**src/rtl/bli_pkg.sv**
```systemverilog
// ----------------------------------------------------------------------------
// bli_pkg
// Shared widths and the fixed discharge curve of the battery level block.
// ----------------------------------------------------------------------------
package bli_pkg;

    localparam int TABLE_LEN = 21;  // points held in the curve table
    localparam int IDX_W     = 5;   // index into the curve table
    localparam int IN_W      = 16;  // input voltage word, mV
    localparam int MV_W      = 13;  // curve voltages, mV (up to 4200)
    localparam int LVL_W     = 14;  // levels, parts per ten thousand
    localparam int PROD_W    = LVL_W + MV_W;  // level span times voltage offset

    // Curve voltage of one point, highest voltage first.
    function automatic logic [MV_W-1:0] curve_mv(input logic [IDX_W-1:0] idx);
        logic [MV_W-1:0] v;
        case (idx)
            5'd0:    v = 13'd4200;
            5'd1:    v = 13'd4150;
            5'd2:    v = 13'd4110;
            5'd3:    v = 13'd4080;
            5'd4:    v = 13'd4020;
            5'd5:    v = 13'd3980;
            5'd6:    v = 13'd3950;
            5'd7:    v = 13'd3910;
            5'd8:    v = 13'd3870;
            5'd9:    v = 13'd3850;
            5'd10:   v = 13'd3840;
            5'd11:   v = 13'd3820;
            5'd12:   v = 13'd3800;
            5'd13:   v = 13'd3790;
            5'd14:   v = 13'd3770;
            5'd15:   v = 13'd3750;
            5'd16:   v = 13'd3730;
            5'd17:   v = 13'd3710;
            5'd18:   v = 13'd3690;
            5'd19:   v = 13'd3610;
            5'd20:   v = 13'd3270;
            default: v = 13'd0;
        endcase
        return v;
    endfunction

    // Charge level of one point, in parts per ten thousand.
    function automatic logic [LVL_W-1:0] curve_pptt(input logic [IDX_W-1:0] idx);
        logic [LVL_W-1:0] l;
        case (idx)
            5'd0:    l = 14'd10000;
            5'd1:    l = 14'd9500;
            5'd2:    l = 14'd9000;
            5'd3:    l = 14'd8500;
            5'd4:    l = 14'd8000;
            5'd5:    l = 14'd7500;
            5'd6:    l = 14'd7000;
            5'd7:    l = 14'd6500;
            5'd8:    l = 14'd6000;
            5'd9:    l = 14'd5500;
            5'd10:   l = 14'd5000;
            5'd11:   l = 14'd4500;
            5'd12:   l = 14'd4000;
            5'd13:   l = 14'd3500;
            5'd14:   l = 14'd3000;
            5'd15:   l = 14'd2500;
            5'd16:   l = 14'd2000;
            5'd17:   l = 14'd1500;
            5'd18:   l = 14'd1000;
            5'd19:   l = 14'd500;
            5'd20:   l = 14'd0;
            default: l = 14'd0;
        endcase
        return l;
    endfunction

endpackage

```
**src/rtl/bli_div.sv**
```systemverilog
// ----------------------------------------------------------------------------
// bli_div
// Restoring serial divider: one quotient bit per cycle, truncating.
// ----------------------------------------------------------------------------
module bli_div (
    input  logic                            i_clk,
    input  logic                            i_rst_n,
    input  logic                            i_start,
    input  logic [bli_pkg::PROD_W-1:0]      i_num,
    input  logic [bli_pkg::MV_W-1:0]        i_den,
    output logic                            o_done,
    output logic [bli_pkg::LVL_W-1:0]       o_quo
);

    localparam int CNT_W = $clog2(bli_pkg::PROD_W);
    localparam logic [CNT_W-1:0] LAST_STEP = CNT_W'(bli_pkg::PROD_W - 1);

    logic                       r_busy;
    logic                       r_done;
    logic [CNT_W-1:0]           r_cnt;
    logic [bli_pkg::MV_W-1:0]   r_rem;
    logic [bli_pkg::PROD_W-1:0] r_num;
    logic [bli_pkg::MV_W-1:0]   r_den;

    logic [bli_pkg::MV_W:0]     trial;
    logic                       ge;

    // Bring down the next dividend bit and try the subtract.
    assign trial = {r_rem, r_num[bli_pkg::PROD_W-1]};
    assign ge    = trial >= {1'b0, r_den};

    always_ff @(posedge i_clk) begin
        if (!i_rst_n) begin
            r_busy <= 1'b0;
            r_done <= 1'b0;
            r_cnt  <= '0;
        end else begin
            r_done <= 1'b0;
            if (i_start) begin
                r_busy <= 1'b1;
                r_cnt  <= LAST_STEP;
            end else if (r_busy) begin
                r_cnt <= r_cnt - 1'b1;
                if (r_cnt == '0) begin
                    r_busy <= 1'b0;
                    r_done <= 1'b1;
                end
            end
        end
    end

    // Quotient bits shift into the dividend register as it empties.
    always_ff @(posedge i_clk) begin
        if (i_start) begin
            r_rem <= '0;
            r_num <= i_num;
            r_den <= i_den;
        end else if (r_busy) begin
            r_rem <= ge ? bli_pkg::MV_W'(trial - {1'b0, r_den})
                        : trial[bli_pkg::MV_W-1:0];
            r_num <= {r_num[bli_pkg::PROD_W-2:0], ge};
        end
    end

    assign o_done = r_done;
    assign o_quo  = r_num[bli_pkg::LVL_W-1:0];

endmodule

```
**src/rtl/battery_level_interpolator.sv**
```systemverilog
// ----------------------------------------------------------------------------
// battery_level_interpolator
// Battery charge level from voltage over a fixed piecewise linear curve.
// ----------------------------------------------------------------------------
// Pulse start with a voltage word on i_battery_mv while busy is low; busy
// rises at once and o_valid, high for a single cycle, marks the level word on
// o_level_pptt, after which busy falls. The receiver cannot
// stall: take the word in the cycle o_valid is high or lose it. From
// the accepting edge to the o_valid cycle: a voltage at or above the top
// point goes straight to output; otherwise the table search visits curve
// points (one compare per cycle, up to 20), and when the point it hits has
// a segment above it that is not flat, the level is interpolated: a multiply
// state, a state to launch the serial divider, its one-bit-per-cycle
// restoring divide, then the output once its registered done flag is seen.
// ----------------------------------------------------------------------------
module battery_level_interpolator #(
    parameter int CURVE_POINTS = 21
) (
    input  logic                        i_clk,
    input  logic                        i_rst_n,
    input  logic                        start,
    input  logic [bli_pkg::IN_W-1:0]    i_battery_mv,
    output logic                        busy,
    output logic                        o_valid,
    output logic [bli_pkg::LVL_W-1:0]   o_level_pptt
);

    // Points beyond the table are never searched.
    localparam int N_EFF = (CURVE_POINTS > bli_pkg::TABLE_LEN) ?
                           bli_pkg::TABLE_LEN : CURVE_POINTS;
    localparam logic [bli_pkg::IDX_W-1:0] LAST_IDX = bli_pkg::IDX_W'(N_EFF - 1);

    // Sequencer codes.
    localparam logic [2:0] S_IDLE   = 3'd0;
    localparam logic [2:0] S_SEARCH = 3'd1;
    localparam logic [2:0] S_MUL    = 3'd2;
    localparam logic [2:0] S_DIVGO  = 3'd3;
    localparam logic [2:0] S_DIV    = 3'd4;
    localparam logic [2:0] S_OUT    = 3'd5;

    logic [2:0]                     r_state, n_state;
    logic [bli_pkg::IN_W-1:0]       r_mv;
    logic [bli_pkg::IDX_W-1:0]      r_idx;
    logic [bli_pkg::LVL_W-1:0]      r_dl;     // level span of the segment
    logic [bli_pkg::MV_W-1:0]       r_dv;     // input above the lower point
    logic [bli_pkg::MV_W-1:0]       r_den;    // voltage span of the segment
    logic [bli_pkg::LVL_W-1:0]      r_base;   // level of the lower point
    logic [bli_pkg::PROD_W-1:0]     r_prod;
    logic [bli_pkg::LVL_W-1:0]      r_level;

    logic [bli_pkg::MV_W-1:0]       lo_v, hi_v;
    logic [bli_pkg::LVL_W-1:0]      lo_l, hi_l;
    logic                           hit;
    logic                           flat;
    logic                           div_done;
    logic [bli_pkg::LVL_W-1:0]      div_quo;

    // Current segment: point r_idx and the point above it.
    always_comb begin
        lo_v = bli_pkg::curve_mv(r_idx);
        hi_v = bli_pkg::curve_mv(r_idx - 1'b1);
        lo_l = bli_pkg::curve_pptt(r_idx);
        hi_l = bli_pkg::curve_pptt(r_idx - 1'b1);
        hit  = r_mv >= {{(bli_pkg::IN_W - bli_pkg::MV_W){1'b0}}, lo_v};
        flat = (hi_v <= lo_v) || (hi_l < lo_l);
    end

    always_comb begin
        n_state = r_state;
        case (r_state)
            S_IDLE: begin
                if (start) begin
                    if (i_battery_mv >= {{(bli_pkg::IN_W - bli_pkg::MV_W){1'b0}},
                                         bli_pkg::curve_mv('0)})
                        n_state = S_OUT;
                    else
                        n_state = S_SEARCH;
                end
            end
            S_SEARCH: begin
                if (hit)
                    n_state = flat ? S_OUT : S_MUL;
                else if (r_idx == LAST_IDX)
                    n_state = S_OUT;
            end
            S_MUL:   n_state = S_DIVGO;
            S_DIVGO: n_state = S_DIV;
            S_DIV: begin
                if (div_done)
                    n_state = S_OUT;
            end
            S_OUT:   n_state = S_IDLE;
            default: n_state = S_IDLE;
        endcase
    end

    always_ff @(posedge i_clk) begin
        if (!i_rst_n)
            r_state <= S_IDLE;
        else
            r_state <= n_state;
    end

    // Datapath: hold the word, walk down the curve, then interpolate.
    always_ff @(posedge i_clk) begin
        case (r_state)
            S_IDLE: begin
                r_mv    <= i_battery_mv;
                r_idx   <= bli_pkg::IDX_W'(1);
                r_level <= bli_pkg::curve_pptt('0);   // cap at the top point
            end
            S_SEARCH: begin
                if (hit) begin
                    r_base  <= lo_l;
                    r_level <= lo_l;                   // used on a flat segment
                    r_dl    <= hi_l - lo_l;
                    r_dv    <= bli_pkg::MV_W'(r_mv - {{(bli_pkg::IN_W -
                                                         bli_pkg::MV_W){1'b0}}, lo_v});
                    r_den   <= hi_v - lo_v;
                end else begin
                    r_level <= lo_l;                   // below the bottom point
                    r_idx   <= r_idx + 1'b1;
                end
            end
            S_MUL: begin
                r_prod <= {{bli_pkg::MV_W{1'b0}}, r_dl} * {{bli_pkg::LVL_W{1'b0}}, r_dv};
            end
            S_DIV: begin
                if (div_done)
                    r_level <= r_base + div_quo;
            end
            default: begin
            end
        endcase
    end

    bli_div u_div (
        .i_clk   (i_clk),
        .i_rst_n (i_rst_n),
        .i_start (r_state == S_DIVGO),
        .i_num   (r_prod),
        .i_den   (r_den),
        .o_done  (div_done),
        .o_quo   (div_quo)
    );

    assign busy         = r_state != S_IDLE;
    assign o_valid      = r_state == S_OUT;
    assign o_level_pptt = r_level;

endmodule

```
**config.mk**
```make
export PLATFORM = sky130hd
export DESIGN_NAME = battery_level_interpolator
export DESIGN_NICKNAME = d
export VERILOG_FILES = /design/src/rtl/bli_pkg.sv /design/src/rtl/bli_div.sv /design/src/rtl/battery_level_interpolator.sv
export SDC_FILE = /design/constraint.sdc
export NUM_CORES = 1
export LEC_CHECK = 0
export ABC_AREA = 0
export BUFFER_PORTS_ARGS = -buffer_cell sky130_fd_sc_hd__buf_2
export CAP_MARGIN = 20
export CORE_MARGIN = 3
export CORE_UTILIZATION = 65
export CTS_BUF_LIST = sky130_fd_sc_hd__clkbuf_8
export CTS_CLUSTER_SIZE = 10
export DETAILED_ROUTE_END_ITERATION = 6
export GPL_TIMING_DRIVEN = 0
export PLACE_DENSITY = 0.82
export SYNTH_ARGS = -nofsm -noshare
export SYNTH_HDL_FRONTEND = slang
export SYNTH_HIERARCHICAL = 1
export SYNTH_SLANG_ARGS = --single-unit
```
**constraint.sdc**
```tcl
create_clock -name i_clk -period 9.51 [get_ports i_clk]
set_input_delay 1.902 -clock i_clk [delete_from_list [all_inputs] [get_ports i_clk]]
set_output_delay 1.902 -clock i_clk [all_outputs]
set_load 0.01 [all_outputs]
```
==> metrics.txt, run 1 <==
status completed; Fillers approximately 1700; synth warn 6; antenna viol nets, final 0; vias in the first global route 11431; setup TNS 0 ns; DP HPWL roughly 28000 um; total global routing overflow 0; first-pass GRT wire length a little under 60000 um; Final Cycle Share a little under three quarters; Critical Path Slowest Stage Cell o41ai_1; layout cells sized above 1 8.71%; total core area between 20000 and 25000 um^2; Fin. Hold Viols 0; Distinct cells, synth ~80; Clk pin slew, worst setup/hold paths approximately 0.13 ns; Initial Utilization about two thirds; Post-synth EDFFs between 100 and 150; root buffer cell clkbuf_8; Async SR Flop Fraction 0%; # H-tree levels 4; Critical Path RT a little under 10 ns; post-cts sizing count 0; Overall Global Routing Usage approximately 28%; antenna violations before repair 0; Worst Hold Class reg -> reg; Clk Latency, worst-skew pair approximately 0.50 ns; most frequent cells after synthesis 237 x inv_1, 149 x edfxtp_1, 147 x ha_1; CP Class reg -> reg; DR WL/cell roughly 18 um; Most common cell on crit path fa_1; Multi-input gate area between 9000 and 10000 um^2; Critical Path AT around 7.1 ns; vias per inst about 5.8; full die area 26300 um^2; delay of the slowest critical-path stage between 0.7 and 0.8 ns; clock tree sinks 195; Post-CTS Setup Inserts 0; Routability Congestion slightly below 1; cts bufs inserted 17; RSZ-0062 raised after global routing no; synth top area cells edfxtp_1 28%, fa_1 14%, ha_1 12%; worst r2r src r_dl[7]$_DFFE_PP_; met2 track demand over resource 43.8%; share of the synthesized area in the top cell type ~28%; Max clock buf depth 2; CTS tree yes; flop2flop setup slack about 2.7 ns; critical-path maximum fanout 10; type of origin of the critical path flip-flop; Cells after Synth about 1600; M3 GR Usage 5.43%; final setup skew about 0.039 ns; hold wc startpoint r_den[1]$_DFFE_PP_; grt peak-use layer met2; n_diodes 0; Die H about 160 um; largest net degree at the start of global routing 28; Slew headroom between 30% and 40%; DRT Pass-1 Iters 6; First DRT Iteration DRCs 944; fin cells 1995; register area share after synthesis 34.0%; port buffer count 34; Tmin final 6.82 ns; met1 Track Usage GR just over 40%; CTS Hold Buffers Added 0; DRT Wirelength about 36000 um; Slew Limit Fails 0; Cell Chain, Critical Path clkbuf_1, and2_1, fa_1, inv_1, fa_1, inv_1, fa_1, inv_1, fa_1, fa_1, inv_1, ha_1, nand3_1, o211ai_1, o41ai_1, o31ai_1, nor4_1, nor3_1, a211oi_1, a21oi_1, xor2_1; IO Pins 35; Reg area between 5000 and 6000 um^2; fmax around 150 MHz; worst hold endpoint u_div/r_den[1]$_DFFE_PP_; die width 162 um; CP endpoint kind flip-flop; Layout area overhead 6.85%; max-cap viol count 0; number of cells on the worst reg-to-reg path 21; # setup viols final 0; Synth Area per Inst 9.92 um^2; Main synth FF type edfxtp_1; Cells after DPL 1963; worst slew pin tran roughly 0.92 ns; Mapped Area roughly 16000 um^2; DRC violations left 0; hold path depth 0; Reg2Reg Capture Point r_prod[25]$_DFFE_PP_; Synth Register Bits 195; via count 11559; NumNets Final 1944; count leader, synth inv_1; Rows between 50 and 60; leading area contributor after synthesis edfxtp_1
-- layer usage --
layer,vias up,share of wire [%]
met5,-,0
met4,0,2.7
met3,73,7.4
met2,412,45
met1,5579,45
li1,5495,-
-- worst max-delay path, delay by kind of cell (launching register included) --
kind            cells  cell delay, ns
fa+ha+maj           6            2.93
flops               1            0.49
simple gates        4            0.74
buf+inv             5            0.55
compound gates      5            1.70
xor+xnor            1            0.18
-- through the flow --
stage	area (um^2)	worst slack [ns]	util, %	hold WS, ns
3_3_place_gp	16500	2.88	69.3	0.403
5_1_grt	17000	2.37	71.4	0.422
3_5_place_dp	16600	2.81	69.7	0.406
2_1_floorplan	15900	3.76	-	0.400
6_report	17000	2.69	71.4	0.409
4_1_cts	17000	2.77	71.4	0.408
-- layout by cell type (no fill, tap or decap), drive strengths merged, types with 46 or more instances in the layout --
master and n:
nand2 143, a21oi 72, dfxtp 46, clkbuf 68, edfxtp 149, buf 65
and2 89, o21ai 49, fa 115, xnor2 49, inv 244, nor2 101
ha 147
-- cells by family after synthesis --
group / Yosys count / synth area share [%]
other: 1 / 0.0236
flip-flops: 195 / 34.0
AO/OA/AOI/OAI: 266 / 11.3
buffers and inverters: 315 / 8.04
AND/OR/NAND/NOR: 450 / 13.8
XOR/XNOR: 70 / 3.86
adder cells (fa/ha/maj): 262 / 26.1
multiplexers: 43 / 2.93
-- registers in the layout, indices dropped and copies added, names as in the netlist, 5 cells and up --
signal        flops
r_mv             16
u_div/r_cnt       5
r_prod           25
lo_l             12
u_div/r_num      27
u_div/r_rem      13
lo_v             11
r_dl             12
r_idx             5
r_dv             13
r_base           12
u_div/r_den      13
r_den            12
o_level_pptt     14
-- worst max path at each step --
stage                      startpoint                    to  slack (ns)
finish              r_dl[7]$_DFFE_PP_  r_prod[25]$_DFFE_PP_        2.69
global route        r_dl[7]$_DFFE_PP_  r_prod[25]$_DFFE_PP_        2.37
CTS                 r_dl[7]$_DFFE_PP_  r_prod[25]$_DFFE_PP_        2.77
detailed placement  r_dl[7]$_DFFE_PP_  r_prod[25]$_DFFE_PP_        2.81
global placement    r_dl[7]$_DFFE_PP_  r_prod[25]$_DFFE_PP_        2.88
floorplan           r_dl[7]$_DFFE_PP_  r_prod[25]$_DFFE_PP_        3.76
-- layout make-up --
class,instances,share of cell area (%)
multi-input combinational,1094,54.4
sequential,195,31.8
inverter,240,5.34
tap,319,2.35
buffer,75,2.19
clock buffer,18,1.46
timing repair buffer,40,1.44
clock inverter,14,0.988
Power of run 1 is left out: the tool's default activity adds up to more than one toggle a clock period on the data nets, which glitch-free logic cannot reach.
==> run 2: changes to the inputs <==
Settings changed: ABC_AREA 0 to 1.
Clock period 9.51 ns to 6.6 ns, I/O delays scaled along.
==> metrics.txt, run 2 <==
status completed; setup TNS 0 ns; # H-tree levels 4; type of origin of the critical path flip-flop; Post-synth EDFFs roughly 150; vias per inst around 5.5; most frequent cells in the layout 523 x nand2_1, 413 x inv_1, 149 x edfxtp_1; fmax about 170 MHz; Async SR Flop Fraction 0%; Clk pin slew, worst setup/hold paths between 0.1 and 0.15 ns; Critical Path AT ~6.2 ns; final hold slack ~0.43 ns; RSZ-0062 raised after global routing no; Distinct cells, synth 59; critical-path maximum fanout 10; Bufs and invs on worst path 4; Synth Register Bits about 200; n_diodes 0; root buffer cell clkbuf_8; synth warn 6; full die area roughly 27000 um^2; clock tree sinks 195; delay of the slowest critical-path stage approximately 0.53 ns; Layout area overhead 6.80%; Fin. Hold Viols 0; Rows 57; DRT Wirelength about 40000 um; IO Pins 35; DR WL/cell between 15 and 20 um; CTS Hold Buffers Added 0; port buffer count 34; Max clock buf depth 2; vias in the first global route between 10000 and 15000; Slew headroom between 40% and 50%; CP Class reg -> reg; Main synth FF type edfxtp_1; NumNets Final 2302; worst slew pin tran 0.847 ns; via count 12973; Largest regs u_div/r_num: 27 flops, r_prod: 25 flops, r_mv: 16 flops; register area share after synthesis around 33%; antenna viol nets, final 0; count leader, synth nand2_1; Post-CTS Setup Inserts 0; Slew Limit Fails 0; Placed Area around 17000 um^2; CP endpoint kind flip-flop; cts bufs inserted 17; max-cap viol count 0; Cells after DPL around 2300; Overall Global Routing Usage 30.5%; layout cells sized above 1 between 7 and 8%; Fillers roughly 1900; # setup viols final 0; largest net degree at the start of global routing 28; Final Cycle Share around nine tenths; DP HPWL roughly 32000 um; DRC violations left 0; most common cell after layout, fill and taps aside nand2_1; First DRT Iteration DRCs about 1400; Critical Path Slowest Stage Cell fa_1; Cells after Synth around 2000; leading area contributor after synthesis edfxtp_1; synth top area cells edfxtp_1 27%, fa_1 14%, nand2_1 12%; max reg flops 27; share of the synthesized area in the top cell type between 20% and 30%; Reg with most FFs u_div/r_num; Mapped Area 16400 um^2; total core area 24600 um^2; CTS tree yes; Worst Hold Class reg -> reg; final standard cell area without fillers 17600 um^2; post-cts sizing count 0; most frequent cells after synthesis 523 x nand2_1, 412 x inv_1, 149 x edfxtp_1; critical path's top delay family adder cells; Tmin final 5.99 ns; first-pass GRT wire length about 64000 um; Synth Area per Inst about 8.4 um^2; Critical Path RT a little under 7 ns; die width between 150 and 200 um; Clk Latency, worst-skew pair 0.48 ns; Cell Chain, Critical Path clkbuf_1, nand2_1, fa_1, fa_1, fa_1, inv_1, fa_1, inv_1, fa_1, inv_1, ha_1, a21oi_1, o21ai_0, a21oi_1, o21ai_0, a21oi_1, o21ai_0, xor2_1; Die H approximately 170 um; final setup skew 0.0187 ns; Routability Congestion between 0.9 and 1; total global routing overflow 0; fin cells between 2000 and 2500; Initial Utilization roughly two thirds; DRT Pass-1 Iters 7; antenna violations before repair 1; Most common cell on crit path fa_1
[run 2: worst reg2reg max path, delay by kind of cell (launching register included)]
kind | cells | cell delay, ns
xor gates and xnor gates | 1 | 0.15
buffers and inverters | 4 | 0.66
and+or+nand+nor | 1 | 0.18
adders and majority gates | 6 | 2.90
DFF | 1 | 0.48
AOI/OAI and AO/OA | 6 | 1.36
[run 2: routing by layer]
| metal | GRT usage, % | up-vias | share of wire (%) |
|---|---|---|---|
| met5 | 0 | - | 0.015 |
| met4 | 9.07 | 2 | 2.7 |
| met3 | 4.51 | 86 | 6.9 |
| met2 | 52.2 | 513 | 49 |
| met1 | 40.2 | 6120 | 42 |
| li1 | - | 6252 | - |
[run 2: logic make-up (layout without fill, tap and decap cells)]
group                      after synthesis  in the layout  synth area share [%]
DFF                                    195            195                  32.8
AOI/OAI and AO/OA                      197            197                  7.08
and+or+nand+nor                        761            761                  20.1
xor gates and xnor gates                59             59                  3.14
adders and majority gates              262            262                  25.2
other                                    1              3                0.0228
buffers and inverters                  485            557                  11.7
[run 2: area by class of cell]
class                           instances  area, um^2  share of cell area (%)
Clock buffer                           17         234                    1.33
Multi-Input combinational cell       1282        9160                    52.1
Tap cell                              324         405                    2.31
Sequential cell                       195        5400                    30.7
Timing Repair Buffer                   40         263                    1.50
Clock inverter                         15         186                    1.06
Inverter                              422        1590                    9.04
Buffer                                 63         334                    1.90
[run 2: final timing paths]
check / from / endpoint / slack, ns / cells after the start
setup / recovery: r_dl[3]$_DFFE_PP_ / r_prod[22]$_DFFE_PP_ / 0.61 / 18
hold / removal: r_den[2]$_DFFE_PP_ / u_div/r_den[2]$_DFFE_PP_ / 0.43 / 0
setup reg to reg: r_dl[3]$_DFFE_PP_ / r_prod[22]$_DFFE_PP_ / 0.61 / 18
hold reg to reg: r_den[2]$_DFFE_PP_ / u_div/r_den[2]$_DFFE_PP_ / 0.43 / 0
[run 2: stage by stage]
step,setup slack [ns],utilization [%]
final,0.613,71.4
after detailed placement,0.727,69.5
after global placement,0.859,69.2
after global routing,0.339,71.4
after floorplan,1.54,-
after CTS,0.729,71.3
Power of run 2 is left out for the same reason.
==> run 3: changes to the inputs <==
Settings changed: ABC_AREA 1 to default.
==> metrics.txt, run 3 (synthesis gave the netlist of run 1 again) <==
worst slew pin tran between 0.9 and 1 ns; antenna violations before repair 0; setup TNS 0 ns; CP Class reg -> reg; n_diodes 0; die width ~160 um; Fin. Hold Viols 0; full die area ~26000 um^2; max reg flops 27; layout cells sized above 1 9.01%; antenna viol nets, final 0; Layout area overhead 7.07%; largest net degree at the start of global routing 28; CP endpoint kind flip-flop; type of origin of the critical path flip-flop; First DRT Iteration DRCs between 1000 and 1500; # H-tree levels 4; Reg area around 5400 um^2; # setup viols final 0; Critical Path RT roughly 6.9 ns; clock tree sinks between 150 and 200; vias in the first global route ~11000; port buffer count 34; NumNets Final about 1900; Worst Hold Class reg -> reg; Overall Global Routing Usage approximately 28%; Slew Limit Fails 0; first-pass GRT wire length 58300 um; final standard cell area without fillers roughly 17000 um^2; cts bufs inserted 17; root buffer cell clkbuf_8; most frequent cells in the layout 238 x inv_1, 149 x edfxtp_1, 147 x ha_1; DP HPWL ~28000 um; most common cell after layout, fill and taps aside inv_1; DRT Wirelength between 30000 and 40000 um; vias per inst approximately 5.8; Largest regs u_div/r_num: 27 flops, r_prod: 25 flops, r_mv: 16 flops; Fillers 1737; Slew headroom ~37%; fmax around 160 MHz; Clk pin slew, worst setup/hold paths roughly 0.13 ns; hold path depth 0; critical-path maximum fanout 10; status completed; Max clock buf depth 2; Routability Congestion between 0.9 and 1; CTS tree yes; DRT Pass-1 Iters 5; Rows 56; Initial Utilization between 60% and 70%; total global routing overflow 0; Multi-input gate area 9270 um^2; DRC violations left 0; Tmin final 6.34 ns; IO Pins 35; DR WL/cell about 18 um; max-cap viol count 0; final setup skew around 0.040 ns; Reg with most FFs u_div/r_num; Clk Latency, worst-skew pair around 0.5 ns; via count approximately 12000; number of cells on the worst reg-to-reg path 19; total core area 23800 um^2; Final Cycle Share a little over nine tenths; Critical Path AT ~6.6 ns; Placed Area between 15000 and 20000 um^2; RSZ-0062 raised after global routing no; Die H 162 um; Post-CTS Setup Inserts 0
-- run 3: stage by stage --
step,std cells,hold slack [ns],util [%],setup WS [ns]
after global placement,1957,0.403,69.3,-0.0313
after CTS,1995,0.408,71.5,0.154
after detailed placement,1963,0.406,69.7,-0.102
after global routing,1995,0.422,71.6,0.0286
final,1995,0.409,71.6,0.261
after floorplan,1604,0.400,-,0.855
-- run 3: final timing paths --
kind,start,to,slack (ns)
min,r_den[1]$_DFFE_PP_,u_div/r_den[1]$_DFFE_PP_,0.41
max,r_dv[6]$_DFFE_PP_,r_prod[26]$_DFFE_PP_,0.26
min reg2reg,r_den[1]$_DFFE_PP_,u_div/r_den[1]$_DFFE_PP_,0.41
max reg2reg,r_dv[6]$_DFFE_PP_,r_prod[26]$_DFFE_PP_,0.26
-- run 3: per-layer routing --
metal	global-route usage, %	wire, um	vias to the layer above
met5	0	0	-
met4	8.61	949	0
met3	5.43	2770	67
met2	43.9	16200	427
met1	40.7	16100	5584
li1	-	-	5492
-- run 3: area by class of cell --
type,instances,share of cell area [%]
flip-flops and latches,195,31.7
inverters,240,5.33
plain buffers,75,2.19
clock buffers,18,1.46
repair buffers,40,1.43
well taps,319,2.35
clock inverters,14,0.986
multi-input cells,1094,54.5
-- run 3: timing repair --
item | in CTS | in global routing
hold buffers | 0 | 0
endpoints found under the setup margin | 1 | 3
endpoints found under the hold margin | 0 | 0
gates resized for setup | 1 | 6
-- run 3: worst max-delay path, cell delays in order, from the launching register on --
cell and delay (ns):
edfxtp_1 0.46, clkbuf_1 0.47, nand2_1 0.18, fa_1 0.59
fa_1 0.44, fa_1 0.49, inv_1 0.06, fa_1 0.53
inv_1 0.05, fa_1 0.52, inv_1 0.04, ha_1 0.38
a21oi_1 0.10, o21ai_0 0.25, a22oi_1 0.19, a2111o_1 0.48
a31oi_1 0.29, a21o_1 0.17, a21oi_1 0.07, xnor2_1 0.35
Power of run 3 is left out for the same reason.
